`config.mk`:
```
export PLATFORM = sky130hd
export DESIGN_NAME = depq_cell
export DESIGN_NICKNAME = d
export VERILOG_FILES = /design/src/rtl/depq_pkg.sv /design/src/rtl/depq_cell.sv
export SDC_FILE = /design/constraint.sdc
export NUM_CORES = 1
export LEC_CHECK = 0
export BUFFER_PORTS_ARGS = -buffer_cell sky130_fd_sc_hd__buf_2
export CORE_AREA = 3 3 83 85
export CTS_BUF_LIST = sky130_fd_sc_hd__clkbuf_2
export CTS_CLUSTER_SIZE = 10
export DETAILED_ROUTE_END_ITERATION = 7
export DIE_AREA = 0 0 86 88
export PLACE_DENSITY = 0.88
export SYNTH_ARGS = -nofsm -noshare
export SYNTH_HDL_FRONTEND = slang
export SYNTH_SLANG_ARGS = --single-unit
```
`constraint.sdc`:
```
create_clock -name clk -period 5.03 [get_ports clk]
set_input_delay 0.503 -clock clk [delete_from_list [all_inputs] [get_ports clk]]
set_output_delay 0.503 -clock clk [all_outputs]
set_load 0.01 [all_outputs]
```
`src/rtl/depq_pkg.sv`:
```
// Types and constants shared by the double-ended priority queue.
// No dependencies; imported by depq_cell and double_ended_priority_queue.
package depq_pkg;

	localparam int unsigned ValueW = 32;
	localparam int unsigned CountW = 7;

	// operation codes on the mode field
	localparam logic [1:0] MODE_INSERT  = 2'd0;
	localparam logic [1:0] MODE_DEL_MAX = 2'd1;
	localparam logic [1:0] MODE_DEL_MIN = 2'd2;

	typedef struct packed {
		logic [1:0]               mode;
		logic signed [ValueW-1:0] value;
	} depq_in_t;

	typedef struct packed {
		logic signed [ValueW-1:0] max_value;
		logic signed [ValueW-1:0] min_value;
		logic [CountW-1:0]        entry_count;
		logic                     is_empty;
		logic                     insert_dropped;
	} depq_out_t;

	// command broadcast to every cell of the row
	typedef struct packed {
		logic                     ins;
		logic                     del_min;
		logic signed [ValueW-1:0] value;
	} depq_cmd_t;

endpackage

```
`src/rtl/depq_cell.sv`:
```
// One cell of the sorted row: holds one value of the ascending array.
// Depends on depq_pkg for the command type.
module depq_cell import depq_pkg::*; #(
	parameter int unsigned IDX = 0,
	parameter int unsigned CW  = 7
) (
	input  logic                     clk,
	input  depq_cmd_t                cmd,
	input  logic [CW-1:0]            count,
	input  logic                     left_gt,
	input  logic                     left_occ,
	input  logic signed [ValueW-1:0] left_val,
	input  logic signed [ValueW-1:0] right_val,
	output logic                     gt,
	output logic                     occ,
	output logic signed [ValueW-1:0] val,
	output logic signed [ValueW-1:0] top_val
);

	logic signed [ValueW-1:0] val_q;
	logic                     is_top;

	assign occ     = count > CW'(IDX);
	assign is_top  = count == CW'(IDX + 1);
	assign gt      = occ && (val_q > cmd.value);
	assign val     = val_q;
	assign top_val = is_top ? val_q : '0;

	always_ff @(posedge clk) begin
		if (cmd.ins) begin
			// shift larger entries up by one; drop the new value into the gap
			if (left_gt) begin
				val_q <= left_val;
			end else if (gt || (!occ && left_occ)) begin
				val_q <= cmd.value;
			end
		end else if (cmd.del_min) begin
			val_q <= right_val;
		end
	end

endmodule

```
==> metrics.txt, run 1 <==
run status=finished clean; total CTS buffers=5; final non-filler cell area=0.00364 mm²; CTS resizes=0; post-synthesis async set-or-reset flop share=0%; combinational share of power=a little over a third; Int Power=479 µW; Initial Utilization=42.7%; startpoint class of the critical path=flip-flop; Syn Std Cell Area=0.00268 mm²; CTS tree=done; Syn Area/Cell=8.97 µm²; largest net degree at the start of global routing=67; CP cell instances=ha_1 > a21oi_1 > o21ai_0 > a221o_1 > o31a_1 > or4b_4 > a31oi_4; share of the synthesized area in the top cell type=35.8%; Post-synth top flop=edfxtp_1; first drt pass iteration count=5; Worst-path clk slew=roughly 0.18 ns; Synth Instances=approximately 300; Ports=between 150 and 200; core area=about 0.0063 mm²; Final Max Tran Viols=0; hold path endpoint=val[27]; Antenna Violating Nets Remaining=0; pwr dens=201 mW/mm²; gpl congestion=about 0.78; Synth-to-Final Area Change=35.7%; setup slack at placement=1.26 ns; Buf+Inv Stages, Crit Path=0; Post-Synthesis Net Count=439; RR Startpoint=val[5]; routed vias/inst=roughly 5.1; leakage power total=1.98 nW; htree depth=2; worst skew pair latency=0.38 ns; post-CTS setup buffer count=0; worst reg2reg setup slack=1.49 ns; RR Endpoint=val[7]; Num Clock Sinks=32; post-synthesis mux area share=about an eighth; Period Utilization, post-route=70.4%; CP peak stage delay=a little over 0.9 ns; Synth cell types=28; WS Path Type=flip-flop to flip-flop; largest family of logic cells by synthesized area=simple AND/OR/NAND/NOR gates; unrepaired setup endpoints after global routing=no; Non-Filler Instances=about 540; max frequency=0.282 GHz; floorplan row count=29; Yosys Warn Count=0; IO Port Bufs=173; #FFs+latches synth=32; Max Cap Viol=0; cell taking the most area after synthesis=edfxtp_1; clock skew=between 0.02 and 0.03 ns; Arr. time, crit path=around 3.5 ns; total power draw=733 µW; NetSw=roughly 250 µW; Critical Path RT=between 5 and 6 ns; initial DRC count=between 80 and 90; antenna cells=0; worst hold stages=3; largest cells by area after synthesis=edfxtp_1 36%, ha_1 15%, mux2i_1 12%, a21oi_1 8.6%, and2_1 7.5%; top-count cell post-synth=a21oi_1; DR vias=2758; Die Height=88 µm; WL final=8350 µm; max reg flops=32; Cells after DPL=536; crit path max fanout=32; WL/cell=15.4 µm; Critical Path Sink Type=flip-flop; final worst slack=1.49 ns; Total GRT Usage=20.9%; hold slack=0.422 ns; Worst slew margin=23.0%; setup violators final=0; grt total ovfl=0; Compound-Gate Fraction of Synth Area=~12%; die width=86 µm; setup TNS=0 ns; Post-Synth Simple-Gate Area=between 10% and 20%; drc violations=0; EDFF count, synth=32; Final nets=606; Die ar.=0.00757 mm²; Sw Ratio=34.7%; vias in the first global route=around 2800; CP top delay family=compound AO/OA/AOI/OAI gates; Post-Synth Adder-Cell Area=14.9%; synth cell count leaders=46 x a21oi_1, 37 x nor2_1, 33 x inv_1; Hold Startpoint=right_val[27]; R2R cell count=7; share of cells above drive strength 1=39.0%; final hold vios=0; Clk pwr share=15.7%; hpwl dp=6580 µm; Post-Synth XOR/XNOR Area=0%; Slew @ Worst Pin=1.15 ns; final core occ=58.0%; # hold bufs at CTS=0; Hold Crit Class=input port to flip-flop; CTS Root Cell=clkbuf_2; initial antenna violation count=0; Placed Area=0.00361 mm²; maximum vdd drop=0.000104 V; deepest clock path buffer count=2; first-pass GRT wire length=12600 µm; Slowest cell on crit path=a31oi_4; post-synthesis sequential area ratio=about 36%; final period demand of the worst path=3.54 ns; sequential power share=49.0%
worst reg2reg max path: stages (launching register included):
cell and delay [ns]:
edfxtp_1 0.45, ha_1 0.31, a21oi_1 0.19, o21ai_0 0.13, a221o_1 0.31, o31a_1 0.32, or4b_4 0.54, a31oi_4 0.93
per-layer routing:
metal | vias to the layer above | track usage, % | part of all wire, %
met1 | 1277 | 24.7 | 42
met5 | - | 0 | 0
met4 | 0 | 5.61 | 0.92
li1 | 1382 | - | -
met2 | 92 | 39.0 | 52
met3 | 7 | 3.67 | 5.4
area by class of cell:
class	count	area, µm²
Clock buffer	5	25.0
Fill cell	573	2640
Inverter	33	124
Multi-Input combinational cell	220	1560
Sequential cell	32	961
Tap cell	77	96.3
Timing Repair Buffer	174	873
power by group through the flow:
stage / logic (mW) / registers, mW / clock network (mW)
floorplan: 0.128 / 0.374 / 0
CTS: 0.259 / 0.359 / 0.120
global route: 0.289 / 0.363 / 0.128
detailed placement: 0.259 / 0.365 / 0
finish: 0.259 / 0.359 / 0.115
global placement: 0.247 / 0.363 / 0
placed cells by master (no fill, tap or decap), types with 3 or more instances in the layout:
| cell type | count |
|---|---|
| nor2_1 | 37 |
| a21oi_1 | 46 |
| mux2i_1 | 32 |
| edfxtp_1 | 32 |
| o21ai_0 | 3 |
| buf_2 | 173 |
| o211ai_1 | 3 |
| ha_1 | 32 |
| clkbuf_2 | 5 |
| nand2_1 | 8 |
| nor4_1 | 3 |
| and2_1 | 32 |
| nand3_1 | 3 |
| inv_1 | 33 |
| nand4_1 | 8 |
worst max path at each step:
| stage | startpoint | end | slack, ns | cells after the start |
|---|---|---|---|---|
| 3_5_place_dp | cmd[5] | val[17] | 1.26 | 9 |
| 2_1_floorplan | cmd[14] | val[0] | 0.61 | 8 |
| 6_report | val[5] | val[7] | 1.49 | 7 |
| 5_1_grt | val[7] | val[7] | 1.30 | 7 |
| 4_1_cts | val[14] | val[7] | 1.47 | 7 |
| 3_3_place_gp | cmd[14] | val[18] | 1.40 | 9 |
logic make-up (layout without fill, tap and decap cells):
kind of cell    count (synthesis)  in the layout
flops                          32             32
buf+inv                        47            212
simple gates                   97             97
compound gates                 59             59
fa+ha+maj                      32             32
mux                            32             32
Note: power is estimated with default switching activity, not from simulation.
==> run 2: changes to the inputs <==
--- a/config.mk
+++ b/config.mk
@@ -5,13 +5,14 @@
 export SDC_FILE = /design/constraint.sdc
 export NUM_CORES = 1
 export LEC_CHECK = 0
+export ABC_AREA = 1
 export BUFFER_PORTS_ARGS = -buffer_cell sky130_fd_sc_hd__buf_2
-export CORE_AREA = 3 3 83 85
+export CORE_AREA = 3 3 88 90
 export CTS_BUF_LIST = sky130_fd_sc_hd__clkbuf_2
 export CTS_CLUSTER_SIZE = 10
 export DETAILED_ROUTE_END_ITERATION = 7
-export DIE_AREA = 0 0 86 88
-export PLACE_DENSITY = 0.88
+export DIE_AREA = 0 0 91 93
+export PLACE_DENSITY = 0.86
 export SYNTH_ARGS = -nofsm -noshare
 export SYNTH_HDL_FRONTEND = slang
 export SYNTH_SLANG_ARGS = --single-unit
==> constraint.sdc (replaced) <==
create_clock -name clk -period 3.15 [get_ports clk]
set_input_delay 0.315 -clock clk [delete_from_list [all_inputs] [get_ports clk]]
set_output_delay 0.315 -clock clk [all_outputs]
set_load 0.01 [all_outputs]
==> metrics.txt, run 2 <==
run status=finished clean; Slew @ Worst Pin=between 0.5 and 0.6 ns; Period Utilization, post-route=79.5%; CP top delay family=simple AND/OR/NAND/NOR gates; Post-Synthesis Net Count=540; cell taking the most area after synthesis=edfxtp_1; worst reg2reg setup slack=0.65 ns; Final Max Tran Viols=0; max frequency=roughly 0.40 GHz; Slowest cell on crit path=edfxtp_1; worst skew pair latency=about 0.36 ns; Hold Crit Class=input port to flip-flop; Post-synth top flop=edfxtp_1; Die ar.=0.00846 mm²; post-synthesis sequential area ratio=33.9%; WL/cell=12.6 µm; max reg flops=32; final hold vios=0; total CTS buffers=5; first-pass GRT wire length=13600 µm; Arr. time, crit path=2.56 ns; clock skew=0.0221 ns; Synth Instances=400; WL final=8420 µm; hpwl dp=6910 µm; Worst-path clk slew=around 0.16 ns; routed vias/inst=4.71; CP cell instances=ha_1 > nand2_1 > nor2_1 > nand2_1 > clkinv_1 > nand2_1 > nand2_1 > nand2_1 > nand2_1 > nand2_1 > nand2_1 > nand2_2 > a21oi_4 > buf_4; Total GRT Usage=19.7%; post-synthesis async set-or-reset flop share=0%; initial antenna violation count=0; DR vias=3140; Synth cell types=26; Syn Std Cell Area=around 0.0028 mm²; Critical Path RT=between 3 and 4 ns; WS Path Type=flip-flop to flip-flop; final core occ=53.2%; setup slack at placement=about 0.62 ns; Cells after DPL=659; Antenna Violating Nets Remaining=0; largest net degree at the start of global routing=between 60 and 70; Critical Path Sink Type=flip-flop; Buf+Inv Stages, Crit Path=2; initial DRC count=134; Yosys Warn Count=0; unrepaired setup endpoints after global routing=no; EDFF count, synth=32; share of the synthesized area in the top cell type=approximately a third; Final nets=slightly above 700; final period demand of the worst path=around 2.5 ns; first drt pass iteration count=5; Synth-to-Final Area Change=34.0%; Max Cap Viol=0; CTS resizes=0; synth cell count leaders=103 x nand2_1, 75 x nor2_1, 70 x inv_1; commonest cells after routing, fill and taps aside=173 x buf_2, 103 x nand2_1, 75 x nor2_1, 70 x inv_1; setup TNS=0 ns; Ports=174; Non-Filler Instances=666; IO Port Bufs=173; gpl congestion=0.772; Die Height=between 90 and 100 µm; htree depth=2; pwr dens=320 mW/mm²; setup violators final=0; most common cell after layout, fill and taps aside=buf_2; maximum vdd drop=0.000183 V; FILL cells=720; Initial Utilization=39.7%; deepest clock path buffer count=2; total power draw=1.21 mW; vias in the first global route=3092; startpoint class of the critical path=flip-flop; die width=a little over 90 µm; drc violations=0; share of cells above drive strength 1=35.3%; largest cells by area after synthesis=edfxtp_1 34%, ha_1 14%, nand2_1 14%, nor2_1 9.9%, inv_1 9.3%; top-count cell post-synth=nand2_1; crit path max fanout=12; floorplan row count=31; #FFs+latches synth=32; grt total ovfl=0; Worst path most repeated cell=nand2_1; Worst slew margin=approximately three fifths; # hold bufs at CTS=0; CTS tree=done; Syn Area/Cell=7.08 µm²; CP peak stage delay=0.47 ns; post-CTS setup buffer count=0; core area=0.00714 mm²; final worst slack=roughly 0.65 ns; leakage power total=2.25 nW; CTS Root Cell=clkbuf_2; antenna cells=0; Num Clock Sinks=32
[run 2: area by class of cell]
| class | instances | area, µm² | share of cell area [%] |
|---|---|---|---|
| Clock buffer | 6 | 30.0 | 0.791 |
| Clock inverter | 1 | 5.00 | 0.132 |
| Inverter | 76 | 285 | 7.51 |
| Multi-Input combinational cell | 275 | 1500 | 39.4 |
| Sequential cell | 32 | 961 | 25.3 |
| Tap cell | 99 | 124 | 3.26 |
| Timing Repair Buffer | 177 | 896 | 23.6 |
[run 2: metal layers]
metal / global-route usage (%) / vias up / part of all wire (%)
li1: - / 1603 / -
met1: 21.9 / 1416 / 40
met2: 37.6 / 114 / 52
met3: 3.78 / 7 / 6.5
met4: 6.16 / 0 / 1.1
met5: 0 / - / 0
[run 2: where the power goes]
part	leakage (nW)	switching (mW)	internal [mW]
clock	0.0288	0.135	0.0530
sequential	0.317	0.0414	0.535
combinational	1.90	0.256	0.192
[run 2: worst paths after layout]
| check | from | to | cells past startpoint |
|---|---|---|---|
| setup reg to reg | val[14] | val[23] | 14 |
| hold reg to reg | val[31] | val[0] | 6 |
| hold / removal | right_val[14] | val[14] | 3 |
| setup / recovery | val[14] | val[23] | 14 |
[run 2: worst min-delay path, cell delays in order]
cell     delay [ns]
buf_2          0.07
nor2_1         0.03
a31oi_1        0.12
[run 2: metrics by stage]
step / hold slack, ns / cell area (µm²)
after global placement: 0.661 / 3760
after CTS: 0.259 / 3800
after global routing: 0.249 / 3800
after floorplan: 0.564 / 2830
final: 0.285 / 3800
after detailed placement: 0.664 / 3760
[run 2: kinds of logic (layout without fill, tap and decap cells)]
| family | Yosys count | after routing | share of synthesized area [%] |
|---|---|---|---|
| simple gates | 191 | 191 | 27.3 |
| buf+inv | 93 | 260 | 13.6 |
| compound gates | 52 | 52 | 11.1 |
| fa+ha+maj | 32 | 32 | 14.1 |
| flops | 32 | 32 | 33.9 |
==> run 3: changes to the inputs <==
==> constraint.sdc (replaced) <==
create_clock -name clk -period 2.2 [get_ports clk]
set_input_delay 0.22 -clock clk [delete_from_list [all_inputs] [get_ports clk]]
set_output_delay 0.22 -clock clk [all_outputs]
set_load 0.01 [all_outputs]
==> metrics.txt, run 3 (synthesized netlist as in run 2, its figures left out) <==
run status=finished with violations; violated checks=negative setup slack; WL final=9150 µm; setup slack at placement=-0.0354 ns; CTS Root Cell=clkbuf_2; routed vias/inst=4.73; crit path max fanout=2; leakage power total=2.43 nW; deepest clock path buffer count=2; antenna cells=0; sequential power share=42.7%; setup violators final=13; Total GRT Usage=between 20% and 30%; sequential cell area=~960 µm²; total CTS buffers=5; core area=between 0.007 and 0.008 mm²; initial DRC count=107; total power draw=1.92 mW; Int Power=about 1.2 mW; startpoint class of the critical path=flip-flop; Period Utilization, post-route=105%; Placed Area=~0.0039 mm²; commonest cells after routing, fill and taps aside=172 x buf_2, 100 x nand2_1, 72 x nor2_1, 69 x inv_1; share of cells above drive strength 1=41.1%; die width=91 µm; Arr. time, crit path=2.09 ns; Worst-path clk slew=0.18 ns; Num Clock Sinks=32; Worst slew margin=between 70% and 80%; combinational share of power=42.8%; most used routing layer=met2; Slew @ Worst Pin=between 0.4 and 0.5 ns; Ports=174; Non-Filler Instances=698; final non-filler cell area=0.00420 mm²; grt total ovfl=0; Antenna Violating Nets Remaining=0; Die ar.=around 0.0085 mm²; Synth-to-Final Area Change=48.1%; largest net degree at the start of global routing=33; pwr dens=~460 mW/mm²; gpl congestion=0.748; DR vias=3305; met3 Use GR=just over 4%; first drt pass iteration count=5; drc violations=0; vias in the first global route=between 3000 and 4000; max reg flops=32; Initial Utilization=39.7%; Final nets=738; Max Cap Viol=0; CTS tree=done; grt met2 use=about two fifths; WS Path Type=flip-flop to output pin; unrepaired setup endpoints after global routing=yes; met1 Use GR=21.8%; final hold vios=0; final worst slack=-0.111 ns; WL/cell=approximately 13 µm; Critical Path RT=about 2 ns; Final Max Tran Viols=0; floorplan row count=31; clock skew=0.0114 ns; Cells after DPL=between 600 and 700; Hold Crit Class=input port to flip-flop; IO Port Bufs=173; FILL cells=687; Sw Ratio=35.6%; Die Height=93 µm; max frequency=0.433 GHz; maximum vdd drop=approximately 0.00029 V; first-pass GRT wire length=14000 µm; area of the multi-input gates=0.00159 mm²; most common cell after layout, fill and taps aside=buf_2; final period demand of the worst path=2.31 ns; htree depth=2; Critical Path Sink Type=output pin; hpwl dp=7210 µm; Clk pwr share=14.5%; initial antenna violation count=0; NetSw=684 µW; worst skew pair latency=approximately 0.36 ns
-- run 3: repair_timing --
| item | in CTS | in global routing |
|---|---|---|
| pin swaps | 7 | 1 |
| hold buffers | 0 | 0 |
| gates resized for setup | 10 | 11 |
| setup endpoints to repair | 33 | 33 |
| buffers inserted | 9 | 6 |
| gates cloned | 1 | 1 |
-- run 3: final cells by class --
type	count	area share, %
clock buffer	5	0.596
multi-input combinational	275	38.0
tap	99	2.95
clock inverter	3	0.328
sequential	32	22.9
timing repair buffer	208	28.4
inverter	76	6.80
-- run 3: per-layer routing --
metal	vias to the layer above	part of all wire, %
met5	-	0
met4	0	2.4
met1	1477	39
met3	20	7.0
li1	1665	-
met2	143	52
-- run 3: power groups by stage --
stage	sequential (mW)	combinational [mW]	clock (mW)
CTS	0.816	0.783	0.290
detailed placement	0.832	0.709	0
global route	0.829	0.918	0.309
floorplan	0.862	0.347	0
finish	0.819	0.822	0.278
global placement	0.824	0.677	0
-- run 3: critical path, stage by stage, from the launching register on --
cell	delay, ns
edfxtp_1	0.43
ha_1	0.32
a21oi_1	0.20
nand2_1	0.09
nand2_1	0.06
nand2_1	0.05
nand2_1	0.05
nand2_1	0.05
nand2_1	0.07
nand2_1	0.06
nand2_1	0.05
nand2_1	0.05
nand2_2	0.09
inv_2	0.05
buf_6	0.11
-- run 3: final timing paths --
check	start	end	slack (ns)	cells after the start
max	val[3]	gt	-0.11	14
min	right_val[20]	val[20]	0.19	3
max reg2reg	val[3]	val[9]	-0.10	14
min reg2reg	val[31]	val[19]	1.24	6
-- run 3: per-stage QoR --
step	util [%]	setup TNS, ns	hold slack [ns]
floorplan	-	-6.92	0.469
global placement	54.7	0	0.565
detailed placement	54.7	-0.913	0.567
CTS	57.4	-1.45	0.166
global route	58.8	-6.21	0.156
finish	58.8	-1.16	0.189
